===== src/rtl/mwo_pkg.sv =====
package mwo_pkg;

  localparam int unsigned SINE_ROM_BITS_DEF = 10;
  localparam int unsigned OUTPUT_BITS_DEF   = 16;

  // shared multiplier: signed operands wide enough for 32-bit unsigned values
  localparam int unsigned MUL_W = 33;

  localparam int unsigned CFG_IDX_W = 2;
  localparam logic [CFG_IDX_W-1:0] CFG_WAVE = 2'd0;
  localparam logic [CFG_IDX_W-1:0] CFG_INC  = 2'd1;
  localparam logic [CFG_IDX_W-1:0] CFG_GAIN = 2'd2;

  localparam logic [2:0] WAVE_SINE   = 3'd0;
  localparam logic [2:0] WAVE_SQUARE = 3'd1;
  localparam logic [2:0] WAVE_TRI    = 3'd2;
  localparam logic [2:0] WAVE_FALL   = 3'd3;
  localparam logic [2:0] WAVE_RISE   = 3'd4;
  localparam logic [2:0] WAVE_NOISE  = 3'd5;

  localparam logic [15:0] GAIN_RESET = 16'd16384;

  localparam logic [31:0] LFSR_SEED = 32'hACE1_2468;
  localparam logic [31:0] LFSR_MASK = 32'h8020_0003;

  // sin(pi/2 x) odd polynomial magnitudes, Q2.30
  localparam logic [31:0] SC1  = 32'd1686629713;
  localparam logic [31:0] SC3  = 32'd693598669;
  localparam logic [31:0] SC5  = 32'd85569308;
  localparam logic [31:0] SC7  = 32'd5026995;
  localparam logic [31:0] SC9  = 32'd172272;
  localparam logic [31:0] SC11 = 32'd3864;

  localparam int unsigned STEP_W = 3;
  localparam logic [STEP_W-1:0] STEP_LAST = 3'd4;

  // coefficient subtracted at each horner step, highest order first
  function automatic logic [31:0] horner_coef(logic [STEP_W-1:0] step);
    logic [31:0] c;
    case (step)
      3'd0:    c = SC9;
      3'd1:    c = SC7;
      3'd2:    c = SC5;
      3'd3:    c = SC3;
      default: c = SC1;
    endcase
    return c;
  endfunction

endpackage


===== src/rtl/mwo_if.sv =====
interface mwo_in_if;
  logic        valid;
  logic        ready;
  logic [31:0] sample_index;

  modport source(output valid, output sample_index, input ready);
  modport sink(input valid, input sample_index, output ready);
endinterface

interface mwo_out_if #(
  parameter int unsigned OutBits = mwo_pkg::OUTPUT_BITS_DEF
);
  logic                      valid;
  logic                      ready;
  logic signed [OutBits-1:0] sample_out;

  modport source(output valid, output sample_out, input ready);
  modport sink(input valid, input sample_out, output ready);
endinterface

interface mwo_cfg_if;
  logic                           valid;
  logic                           ready;
  logic [mwo_pkg::CFG_IDX_W-1:0]  index;
  logic [31:0]                    data;

  modport source(output valid, output index, output data, input ready);
  modport sink(input valid, input index, input data, output ready);
endinterface


===== src/rtl/multiwave_oscillator.sv =====
// sine and square step through phase, x2, horner, sin, gain and rnd; others skip x2 to sin
// a new sample index is taken only in idle, once the last result is loaded for output
// one registered 33x33 multiplier forms the phase product,
// the seven products of the sine polynomial and the gain product in turn
// reset (async, active low): config registers to defaults, noise lfsr to its seed, sequencer idle
module multiwave_oscillator #(
  parameter int unsigned SINE_ROM_BITS = mwo_pkg::SINE_ROM_BITS_DEF,
  parameter int unsigned OUTPUT_BITS   = mwo_pkg::OUTPUT_BITS_DEF
) (
  input  logic      clk_i,
  input  logic      rst_ni,
  mwo_in_if.sink    smp_i,
  mwo_out_if.source smp_o,
  mwo_cfg_if.sink   cfg_i
);
  import mwo_pkg::*;

  localparam int unsigned ProdW    = 2 * MUL_W;
  localparam int unsigned RndShift = 30 - OUTPUT_BITS;
  localparam int unsigned XPad     = 30 - SINE_ROM_BITS;

  localparam logic signed [ProdW-1:0] RndHalf = ProdW'(1) << (RndShift - 1);
  localparam logic signed [ProdW-1:0] OutMax  = (ProdW'(1) << (OUTPUT_BITS - 1)) - ProdW'(1);
  localparam logic signed [ProdW-1:0] OutMin  = -(ProdW'(1) << (OUTPUT_BITS - 1));
  localparam logic [SINE_ROM_BITS:0]  QuarterTurn = (SINE_ROM_BITS + 1)'(1) << SINE_ROM_BITS;

  localparam logic [2:0] S_IDLE  = 3'd0;
  localparam logic [2:0] S_PHASE = 3'd1;
  localparam logic [2:0] S_X2    = 3'd2;
  localparam logic [2:0] S_HORN  = 3'd3;
  localparam logic [2:0] S_SIN   = 3'd4;
  localparam logic [2:0] S_GAIN  = 3'd5;
  localparam logic [2:0] S_RND   = 3'd6;

  logic [2:0]  state_q, state_d;
  logic [STEP_W-1:0] step_q, step_d;
  logic [2:0]  wave_q;
  logic [31:0] inc_q;
  logic [15:0] gain_q;
  logic [31:0] lfsr_q, lfsr_d;
  logic [30:0] x_q, x_d;
  logic [30:0] x2_q, x2_d;
  logic [1:0]  quad_q, quad_d;
  logic signed [16:0] pre_q, pre_d;
  logic        out_valid_q, out_valid_d;
  logic signed [OUTPUT_BITS-1:0] out_data_q, out_data_d;

  logic signed [MUL_W-1:0] mul_a, mul_b;
  logic signed [ProdW-1:0] prod;

  logic        in_acc, out_load, sine_path;
  logic [31:0] phase;
  logic [SINE_ROM_BITS-1:0] rom_idx;
  logic [SINE_ROM_BITS:0]   rom_k;
  logic [30:0] x_new;
  logic [16:0] tri_u;
  logic signed [16:0] pre_other;
  logic [31:0] horn_p;
  logic [32:0] sin_s;
  logic [32:0] sin_rs;
  logic [14:0] sin_v;
  logic signed [16:0] pre_sine;
  logic signed [ProdW-1:0] rnd_sum, rnd_val;
  logic signed [OUTPUT_BITS-1:0] sat_val;

  mwo_mul #(.MulW(MUL_W)) u_mul (
    .clk_i (clk_i),
    .a_i   (mul_a),
    .b_i   (mul_b),
    .p_o   (prod)
  );

  assign cfg_i.ready = 1'b1;

  always_ff @(posedge clk_i or negedge rst_ni) begin
    if (!rst_ni) begin
      wave_q <= WAVE_SINE;
      inc_q  <= '0;
      gain_q <= GAIN_RESET;
    end else if (cfg_i.valid) begin
      unique case (cfg_i.index)
        CFG_WAVE: wave_q <= cfg_i.data[2:0];
        CFG_INC:  inc_q  <= cfg_i.data;
        CFG_GAIN: gain_q <= cfg_i.data[15:0];
        default:  ;
      endcase
    end
  end

  assign smp_i.ready      = (state_q == S_IDLE);
  assign in_acc           = smp_i.valid && smp_i.ready;
  assign smp_o.valid      = out_valid_q;
  assign smp_o.sample_out = out_data_q;

  // phase and waveforms that need no polynomial
  assign phase   = prod[31:0];
  assign rom_idx = phase[29 -: SINE_ROM_BITS];
  assign rom_k   = phase[30] ? (QuarterTurn - {1'b0, rom_idx}) : {1'b0, rom_idx};
  assign x_new   = 31'(rom_k) << XPad;
  assign tri_u   = phase[31:15];

  assign sine_path = !((wave_q == WAVE_TRI) || (wave_q == WAVE_FALL) ||
                       (wave_q == WAVE_RISE) || (wave_q == WAVE_NOISE));

  always_comb begin
    case (wave_q)
      WAVE_TRI: begin
        if (tri_u < 17'd32768) begin
          pre_other = $signed(tri_u);
        end else if (tri_u < 17'd98304) begin
          pre_other = $signed(17'h10000 - tri_u);
        end else begin
          pre_other = $signed(tri_u);
        end
      end
      WAVE_FALL:  pre_other = $signed(17'd32768 - {1'b0, phase[31:16]});
      WAVE_RISE:  pre_other = $signed({1'b0, phase[31:16]} - 17'd32768);
      default:    pre_other = $signed({1'b0, lfsr_q[31:16]} - 17'd32768);
    endcase
  end

  // polynomial step and sine finish
  assign horn_p = horner_coef(step_q) - prod[61:30];
  assign sin_s  = prod[62:30];
  assign sin_rs = (sin_s + 33'd16384) >> 15;
  assign sin_v  = (sin_rs > 33'd32767) ? 15'h7fff : sin_rs[14:0];

  always_comb begin
    if (quad_q[1]) begin
      pre_sine = -$signed({2'b00, sin_v});
    end else begin
      pre_sine = $signed({2'b00, sin_v});
    end
  end

  // gain rounding, half toward plus infinity, then saturation
  assign rnd_sum = prod + RndHalf;
  assign rnd_val = rnd_sum >>> RndShift;

  always_comb begin
    if (rnd_val > OutMax) begin
      sat_val = OutMax[OUTPUT_BITS-1:0];
    end else if (rnd_val < OutMin) begin
      sat_val = OutMin[OUTPUT_BITS-1:0];
    end else begin
      sat_val = rnd_val[OUTPUT_BITS-1:0];
    end
  end

  assign out_load = (state_q == S_RND) && (!out_valid_q || smp_o.ready);

  always_comb begin
    state_d  = state_q;
    step_d   = step_q;
    x_d      = x_q;
    x2_d     = x2_q;
    quad_d   = quad_q;
    pre_d    = pre_q;
    lfsr_d   = lfsr_q;
    mul_a    = MUL_W'(pre_q);
    mul_b    = $signed(MUL_W'(gain_q));

    unique case (state_q)
      S_IDLE: begin
        mul_a = $signed(MUL_W'(smp_i.sample_index));
        mul_b = $signed(MUL_W'(inc_q));
        if (in_acc) begin
          state_d = S_PHASE;
          if (wave_q == WAVE_NOISE) begin
            lfsr_d = lfsr_q[0] ? ((lfsr_q >> 1) ^ LFSR_MASK) : (lfsr_q >> 1);
          end
        end
      end
      S_PHASE: begin
        mul_a = $signed(MUL_W'(x_new));
        mul_b = $signed(MUL_W'(x_new));
        if (sine_path) begin
          x_d     = x_new;
          quad_d  = phase[31:30];
          state_d = S_X2;
        end else begin
          pre_d   = pre_other;
          state_d = S_GAIN;
        end
      end
      S_X2: begin
        x2_d    = prod[60:30];
        mul_a   = $signed(MUL_W'(SC11));
        mul_b   = $signed(MUL_W'(prod[60:30]));
        step_d  = '0;
        state_d = S_HORN;
      end
      S_HORN: begin
        mul_a = $signed(MUL_W'(horn_p));
        if (step_q == STEP_LAST) begin
          mul_b   = $signed(MUL_W'(x_q));
          state_d = S_SIN;
        end else begin
          mul_b   = $signed(MUL_W'(x2_q));
          step_d  = step_q + 1'b1;
        end
      end
      S_SIN: begin
        if (wave_q == WAVE_SQUARE) begin
          pre_d = (pre_sine <= 17'sd0) ? 17'sd32768 : -17'sd32768;
        end else begin
          pre_d = pre_sine;
        end
        state_d = S_GAIN;
      end
      S_GAIN: begin
        state_d = S_RND;
      end
      S_RND: begin
        if (out_load) begin
          state_d = S_IDLE;
        end
      end
      default: begin
        state_d = S_IDLE;
      end
    endcase
  end

  always_comb begin
    out_valid_d = out_valid_q;
    out_data_d  = out_data_q;
    if (smp_o.ready) begin
      out_valid_d = 1'b0;
    end
    if (out_load) begin
      out_valid_d = 1'b1;
      out_data_d  = sat_val;
    end
  end

  always_ff @(posedge clk_i or negedge rst_ni) begin
    if (!rst_ni) begin
      state_q     <= S_IDLE;
      step_q      <= '0;
      lfsr_q      <= LFSR_SEED;
      out_valid_q <= 1'b0;
    end else begin
      state_q     <= state_d;
      step_q      <= step_d;
      lfsr_q      <= lfsr_d;
      out_valid_q <= out_valid_d;
    end
  end

  always_ff @(posedge clk_i) begin
    x_q        <= x_d;
    x2_q       <= x2_d;
    quad_q     <= quad_d;
    pre_q      <= pre_d;
    out_data_q <= out_data_d;
  end

`ifndef ASSERT_OFF
  a_acc_starts: assert property (@(posedge clk_i) disable iff (!rst_ni)
    in_acc |=> (state_q == S_PHASE))
    else $error("accepted transaction did not start the sequencer");

  a_lfsr_nonzero: assert property (@(posedge clk_i) disable iff (!rst_ni)
    lfsr_q != 32'd0)
    else $error("noise lfsr reached the all-zero state");

  a_step_range: assert property (@(posedge clk_i) disable iff (!rst_ni)
    (state_q == S_HORN) |-> (step_q <= STEP_LAST))
    else $error("horner step out of range");

  a_load_from_rnd: assert property (@(posedge clk_i) disable iff (!rst_ni)
    (out_valid_q && !$past(out_valid_q)) |-> ($past(state_q) == S_RND))
    else $error("result appeared without a rounding step");

  a_lfsr_only_noise: assert property (@(posedge clk_i) disable iff (!rst_ni)
    (lfsr_q != $past(lfsr_q)) |-> ($past(in_acc) && ($past(wave_q) == WAVE_NOISE)))
    else $error("noise lfsr advanced outside a noise transaction");
`endif

endmodule


===== src/rtl/mwo_mul.sv =====
module mwo_mul #(
  parameter int unsigned MulW = mwo_pkg::MUL_W
) (
  input  logic                     clk_i,
  input  logic signed [MulW-1:0]   a_i,
  input  logic signed [MulW-1:0]   b_i,
  output logic signed [2*MulW-1:0] p_o
);

  logic signed [2*MulW-1:0] p_q;

  always_ff @(posedge clk_i) begin
    p_q <= a_i * b_i;
  end

  assign p_o = p_q;

endmodule


===== src/flat_wrapper.sv =====
// flat-port wrapper written by rule: the top's interface ports become plain ports
module multiwave_oscillator_flat import mwo_pkg::*;
#(
  parameter int unsigned SINE_ROM_BITS = mwo_pkg::SINE_ROM_BITS_DEF,
  parameter int unsigned OUTPUT_BITS   = mwo_pkg::OUTPUT_BITS_DEF
)
  (clk_i, rst_ni, smp_i_valid, smp_i_sample_index, smp_i_ready, smp_o_valid, smp_o_sample_out, smp_o_ready, cfg_i_valid, cfg_i_index, cfg_i_data, cfg_i_ready);
  mwo_in_if smp_i_i ();
  mwo_out_if smp_o_i ();
  mwo_cfg_if cfg_i_i ();
  input  logic clk_i;
  input  logic rst_ni;
  input wire logic [$bits(smp_i_i.valid)-1:0] smp_i_valid;
  input wire logic [$bits(smp_i_i.sample_index)-1:0] smp_i_sample_index;
  output wire logic [$bits(smp_i_i.ready)-1:0] smp_i_ready;
  output wire logic [$bits(smp_o_i.valid)-1:0] smp_o_valid;
  output wire logic [$bits(smp_o_i.sample_out)-1:0] smp_o_sample_out;
  input wire logic [$bits(smp_o_i.ready)-1:0] smp_o_ready;
  input wire logic [$bits(cfg_i_i.valid)-1:0] cfg_i_valid;
  input wire logic [$bits(cfg_i_i.index)-1:0] cfg_i_index;
  input wire logic [$bits(cfg_i_i.data)-1:0] cfg_i_data;
  output wire logic [$bits(cfg_i_i.ready)-1:0] cfg_i_ready;
  assign smp_i_i.valid = smp_i_valid;
  assign smp_i_i.sample_index = smp_i_sample_index;
  assign smp_i_ready = smp_i_i.ready;
  assign smp_o_valid = smp_o_i.valid;
  assign smp_o_sample_out = smp_o_i.sample_out;
  assign smp_o_i.ready = smp_o_ready;
  assign cfg_i_i.valid = cfg_i_valid;
  assign cfg_i_i.index = cfg_i_index;
  assign cfg_i_i.data = cfg_i_data;
  assign cfg_i_ready = cfg_i_i.ready;
  multiwave_oscillator #(.SINE_ROM_BITS(SINE_ROM_BITS), .OUTPUT_BITS(OUTPUT_BITS)) u_core (.clk_i(clk_i), .rst_ni(rst_ni), .smp_i(smp_i_i), .smp_o(smp_o_i), .cfg_i(cfg_i_i));
endmodule

===== config.mk =====
export PLATFORM = sky130hd
export DESIGN_NAME = multiwave_oscillator_flat
export DESIGN_NICKNAME = d
export VERILOG_FILES = /design/src/rtl/mwo_pkg.sv /design/src/rtl/mwo_if.sv /design/src/rtl/multiwave_oscillator.sv /design/src/rtl/mwo_mul.sv /design/src/flat_wrapper.sv
export SDC_FILE = /design/constraint.sdc
export NUM_CORES = 2
export LEC_CHECK = 0
export ABC_AREA = 0
export BUFFER_PORTS_ARGS = -buffer_cell sky130_fd_sc_hd__buf_2
export CORE_MARGIN = 5
export CORE_UTILIZATION = 45
export DETAILED_ROUTE_END_ITERATION = 7
export PLACE_DENSITY_LB_ADDON = 0.12
export SETUP_SLACK_MARGIN = 0.05
export SLEW_MARGIN = 40
export SYNTH_ARGS = -nofsm -noshare
export SYNTH_HDL_FRONTEND = slang
export SYNTH_HIERARCHICAL = 1
export SYNTH_SLANG_ARGS = --single-unit

===== constraint.sdc =====
create_clock -name clk_i -period 13.4 [get_ports clk_i]
set_input_delay 0.67 -clock clk_i [delete_from_list [all_inputs] [get_ports clk_i]]
set_output_delay 0.67 -clock clk_i [all_outputs]
set_load 0.01 [all_outputs]

Word level (Yosys, flattened, before mapping)

Cells that the tools add are included.
W data, S select, Z words.

Register bits: 233
Input bits: 71
Output and inout port bits: 19
Logic and storage cells: 100

Add/subtract/negate cells: 10
$mul: 1
Magnitude comparators: 6
Equality and inequality tests: 22
Muxes and demuxes: 25
Bitwise operators: 2
Reduce and logical (&&, ||, !) cells: 21

Operator list:

| operator                 | count |
|---|---|
| $pmux W33 S4             | 1 |
| $pmux W32 S4             | 1 |
| $pmux W31 S4             | 1 |
| $mux W17                 | 6 |
| $add A66 B15 Y66 const B | 1 |
| $mul A33 B33 Y66         | 1 |
| $gt A52 B16 Y1 const B   | 1 |
| $lt A52 B16 Y1 const B   | 1 |
| $pmux W17 S3             | 1 |
| $pmux W17 S2             | 1 |
| $sub A16 B16 Y17 const B | 2 |
| $add A33 B15 Y33 const B | 1 |
| $mux W32                 | 1 |
| $sub A31 B32 Y32         | 1 |
| $mux W31                 | 1 |
| $pmux W3 S7              | 1 |
| $eq A3 B2 Y1 const B     | 6 |
| $eq A3 B3 Y1 const B     | 6 |
| $gt A18 B15 Y1 const B   | 1 |
| $le A17 B1 Y1 const B    | 1 |
| $lt A17 B16 Y1 const B   | 1 |
| $lt A17 B17 Y1 const B   | 1 |
| $neg A15 Y17             | 1 |
| $sub A16 B16 Y17 const A | 1 |
| 24 further kinds         | 47 |

Longest topological paths before layout

Depth in word-level cells: 9
Gate-level depth with buffers: 48

By module

Netlist, hierarchy kept.

Modules (own cells, without submodules):

| module               | instances | cells an instance | area each (um2) | seq. area each (um2) |
|---|---|---|---|---|
| mwo_mul              | 1         | 4303              | 40328.7         | 1321.3 |
| multiwave_oscillator | 1         | 1497              | 13275.2         | 4551.9 |

Worst setup path before layout

No wires, ideal clock.

Path type: register -> register
Start: register u_core.step_q[0]
End: register u_core.u_mul.p_q[58], in the netlist u_core/u_mul/p_o[58]
Setup time: 0.124 ns
Arrival: 10.201 ns
Setup slack: 3.075 ns
Stages on the path, launching flop included: 38
Path buffers: 1
Path through: dfrtp_1 > ha_1 > ha_1 > or2_2 > or3_1 > ha_1 > a2111oi_0 > and2_1 > a21oi_1 > a41oi_1 > or3_1 > nand3_1 > xor2_1 > o211ai_1 > clkbuf_1 > and2_1 > fa_1 > fa_1 > (+2 left out) > inv_1 > fa_1 > fa_1 > fa_1 > fa_1 > inv_1 > fa_1 > inv_1 > ha_1 > a21o_1 > o21ba_2 > nor2_1 > a211o_2 > nor4b_2 > a21oi_4 > a211o_2 > a21oi_1 > xnor2_1

Cells in the longest elaborated chain, start to end: 5
Elaborated cells on any way between the ends: 11
Classes of those cells: 1 x add/sub; 1 x mul; 4 x eq/ne; 4 x mux; 1 x reduce/logical

Ends and longest elaborated chain:

| element                              | RTL line                    | RTL |
|---|---|---|
| start: declaration                   | multiwave_oscillator.sv:36  | `logic [STEP_W-1:0] step_q, step_d;` |
| start signal: assignment             | multiwave_oscillator.sv:245 | `step_q <= step_d;` |
| $eq A3 B2 Y1 (tied with other cells) | mwo_pkg.sv:40               | `case (step)` |
| $pmux W31 S4 (*)                     | mwo_pkg.sv:40               |  |
| $sub A31 B32 Y32 (*)                 | multiwave_oscillator.sv:123 | `assign horn_p = horner_coef(step_q) - prod[61:30];` |
| $pmux W33 S4 (*)                     | multiwave_oscillator.sv:163 | `unique case (state_q)` |
| via u_core.mul_a[28]                 | multiwave_oscillator.sv:48  | `logic signed [MUL_W-1:0] mul_a, mul_b;` |
| $mul A33 B33 Y66 (*)                 | mwo_mul.sv:13               | `p_q <= a_i * b_i;` |
| end signal: assignment               | mwo_mul.sv:13               |  |
| end: declaration                     | mwo_mul.sv:10               | `logic signed [2*MulW-1:0] p_q;` |

Mark *: on every way through the listed nets, which the timed path passes. The rest lies on a longest branch.
A chain may end at the register's enable or synchronous reset.

Final worst setup path

Start: register u_core.step_q[2]
End: register u_core.u_mul.p_q[59], in the netlist u_core/u_mul/p_o[59]

The elaborated chain is that of the path after synthesis.

==> out/results.txt <==
Outcome -> completed
Die area -> 125000 sq um
Drt pass-1 iters -> 6
Slowest CP cell -> nor4bb_1
Final hold vios -> 0
Register area -> 5620 sq um
Worst Path Arrival -> 12540 ps
Worst setup SP type -> flop
Commonest non-fill, non-tap cells in the layout -> inv_1 (1221), fa_1 (1146), nand2_1 (651)
Post-cts gate resize count -> 0
Clk buf depth -> 3
Vias in the first global route -> 42300
Via/cell ratio -> 5.44
Worst hold-check path type -> in2reg
Clock buffer count from CTS -> 25
WHS Endpoint -> u_core/inc_q[21]
Die Ht -> 354 um
Top delay family on crit path -> adder cells
Starting Density -> 0.452
Mean post-synth cell area -> 9.22 sq um
RSZ-0062 raised after global routing -> false
I/O Buffers -> 88
First-pass GRT wire length -> 258000 um
Share of layout cells above drive strength 1 -> 0.0844
Most common cell after layout, fill and taps aside -> inv_1
Core Area -> 118000 sq um
WP data required -> 13840 ps
Buf/Inv on CP -> 6
Worst slew pin tran -> 947 ps
Relative slew slack -> 0.364
Clk_lat worst skew -> 560 ps
Clk root buf -> clkbuf_16
Placed insts -> 7211
Fin crit period -> 12100 ps
Max Clock Skew -> 24.4 ps
Detail Placement HPWL -> 134000 um
CTS Hold Bufs -> 1
Largest net degree at the start of global routing -> 71
CP Max Fanout -> 12
Multi-input gate area -> 42200 sq um
DRC -> 0
Nets@finish -> 7180
FF-to-FF End -> u_core/u_mul/p_o[59]
Post-Layout Cell Count -> 7261
Worst-path clk slew -> 60 ps
CP most frequent cell -> fa_1
Total gr overflow -> 0
CP Capture Type -> flop
CTS tree -> built
R2R Path Start -> u_core/step_q[2]
Die width -> 354 um
Synthesis-to-layout area growth -> 6.59%
ANT nets after route -> 0
Routed wire length -> 164000 um
Reg2reg path depth -> 36
GP Congestion -> 0.977
Fmax -> 82.7 MHz
Slew Limit Fails -> 0
Drt initial violations -> 2819
# setup viols final -> 0
Worst Min Path Start -> cfg_i_data[21]
# IOs -> 90
CTS Sinks -> 219
WS Path Type -> reg2reg
Fillers -> 11400
Max incr delay on CP -> 680 ps
Antenna violations before repair -> 6
WL/cell -> 22.6 um
Ys Warns -> 6
Row cnt -> 126
Post-Synthesis Cells -> 5775
Final period util -> 0.903
Worst hold path stage count -> 2
Setup tns final -> 0 ps
Post-CTS setup buffers -> 0
Overall Global Routing Usage -> 0.266
Via count -> 39500
Max-cap viol count -> 0
Reg-to-reg slack, setup -> 1300 ps
H-tree levels -> 1
Post-synthesis instance area -> 53300 sq um
[metal layers]
metal | wire (um) | GRT usage | part of all wire
met5 | 0 | 0 | 0
met2 | 78700 | 0.444 | 0.48
met1 | 71100 | 0.371 | 0.43
met3 | 9170 | 0.0330 | 0.056
met4 | 5410 | 0.0706 | 0.033
[metrics by stage]
stage	setup WS (ps)	utilization	hold slack, ps	cell area, sq um
after floorplan	3070	-	374	53300
after global placement	1610	0.473	481	55700
after detailed placement	1360	0.474	488	55900
after CTS	1310	0.482	319	56700
after global routing	371	0.482	340	56800
final	1300	0.482	343	56800
[flip-flops by register name, indices dropped and copies added, names as in the netlist]
name / count
u_core/pre_q: 17
u_core/x_q: 11
u_core/smp_o.sample_out: 16
u_core/u_mul/p_o: 53
u_core/inc_q: 32
u_core/state_q: 3
u_core/quad_q: 1
u_core/lfsr_q: 32
u_core/gain_q: 16
u_core/smp_o.valid: 1
u_core/wave_q: 3
u_core/step_q: 3
u_core/x2_q: 31
[worst register-to-register path: cells and delay by family (launching register included)]
kind | cells | cell delay [ps]
DFF | 1 | 470
AOI/OAI and AO/OA | 12 | 3600
and+or+nand+nor | 7 | 2350
buffers and inverters | 6 | 670
adders and majority gates | 11 | 4890
[cell type report]
cell class / instances / area share
Multi-Input combinational cell: 4009 / 0.743
Sequential cell: 219 / 0.0990
Inverter: 1223 / 0.0809
Tap cell: 1536 / 0.0339
Timing Repair Buffer: 227 / 0.0284
Clock buffer: 34 / 0.0129
Clock inverter: 12 / 0.00190
Antenna cell: 1 / 0.0000441
[how the worst max path moves through the flow]
stage                startpoint                    to  slack (ps)  cells after the start
2_1_floorplan  u_core/step_q[0]  u_core/u_mul/p_o[58]        3070                     37
4_1_cts        u_core/step_q[0]  u_core/u_mul/p_o[59]        1310                     36
3_3_place_gp   u_core/step_q[0]  u_core/u_mul/p_o[59]        1610                     39
3_5_place_dp   u_core/step_q[0]  u_core/u_mul/p_o[59]        1360                     36
5_1_grt        u_core/step_q[1]  u_core/u_mul/p_o[59]         370                     46
6_report       u_core/step_q[2]  u_core/u_mul/p_o[59]        1300                     36
Power is left out: the tool's default activity adds up to more than one toggle a clock period on the data nets, which glitch-free logic cannot reach.
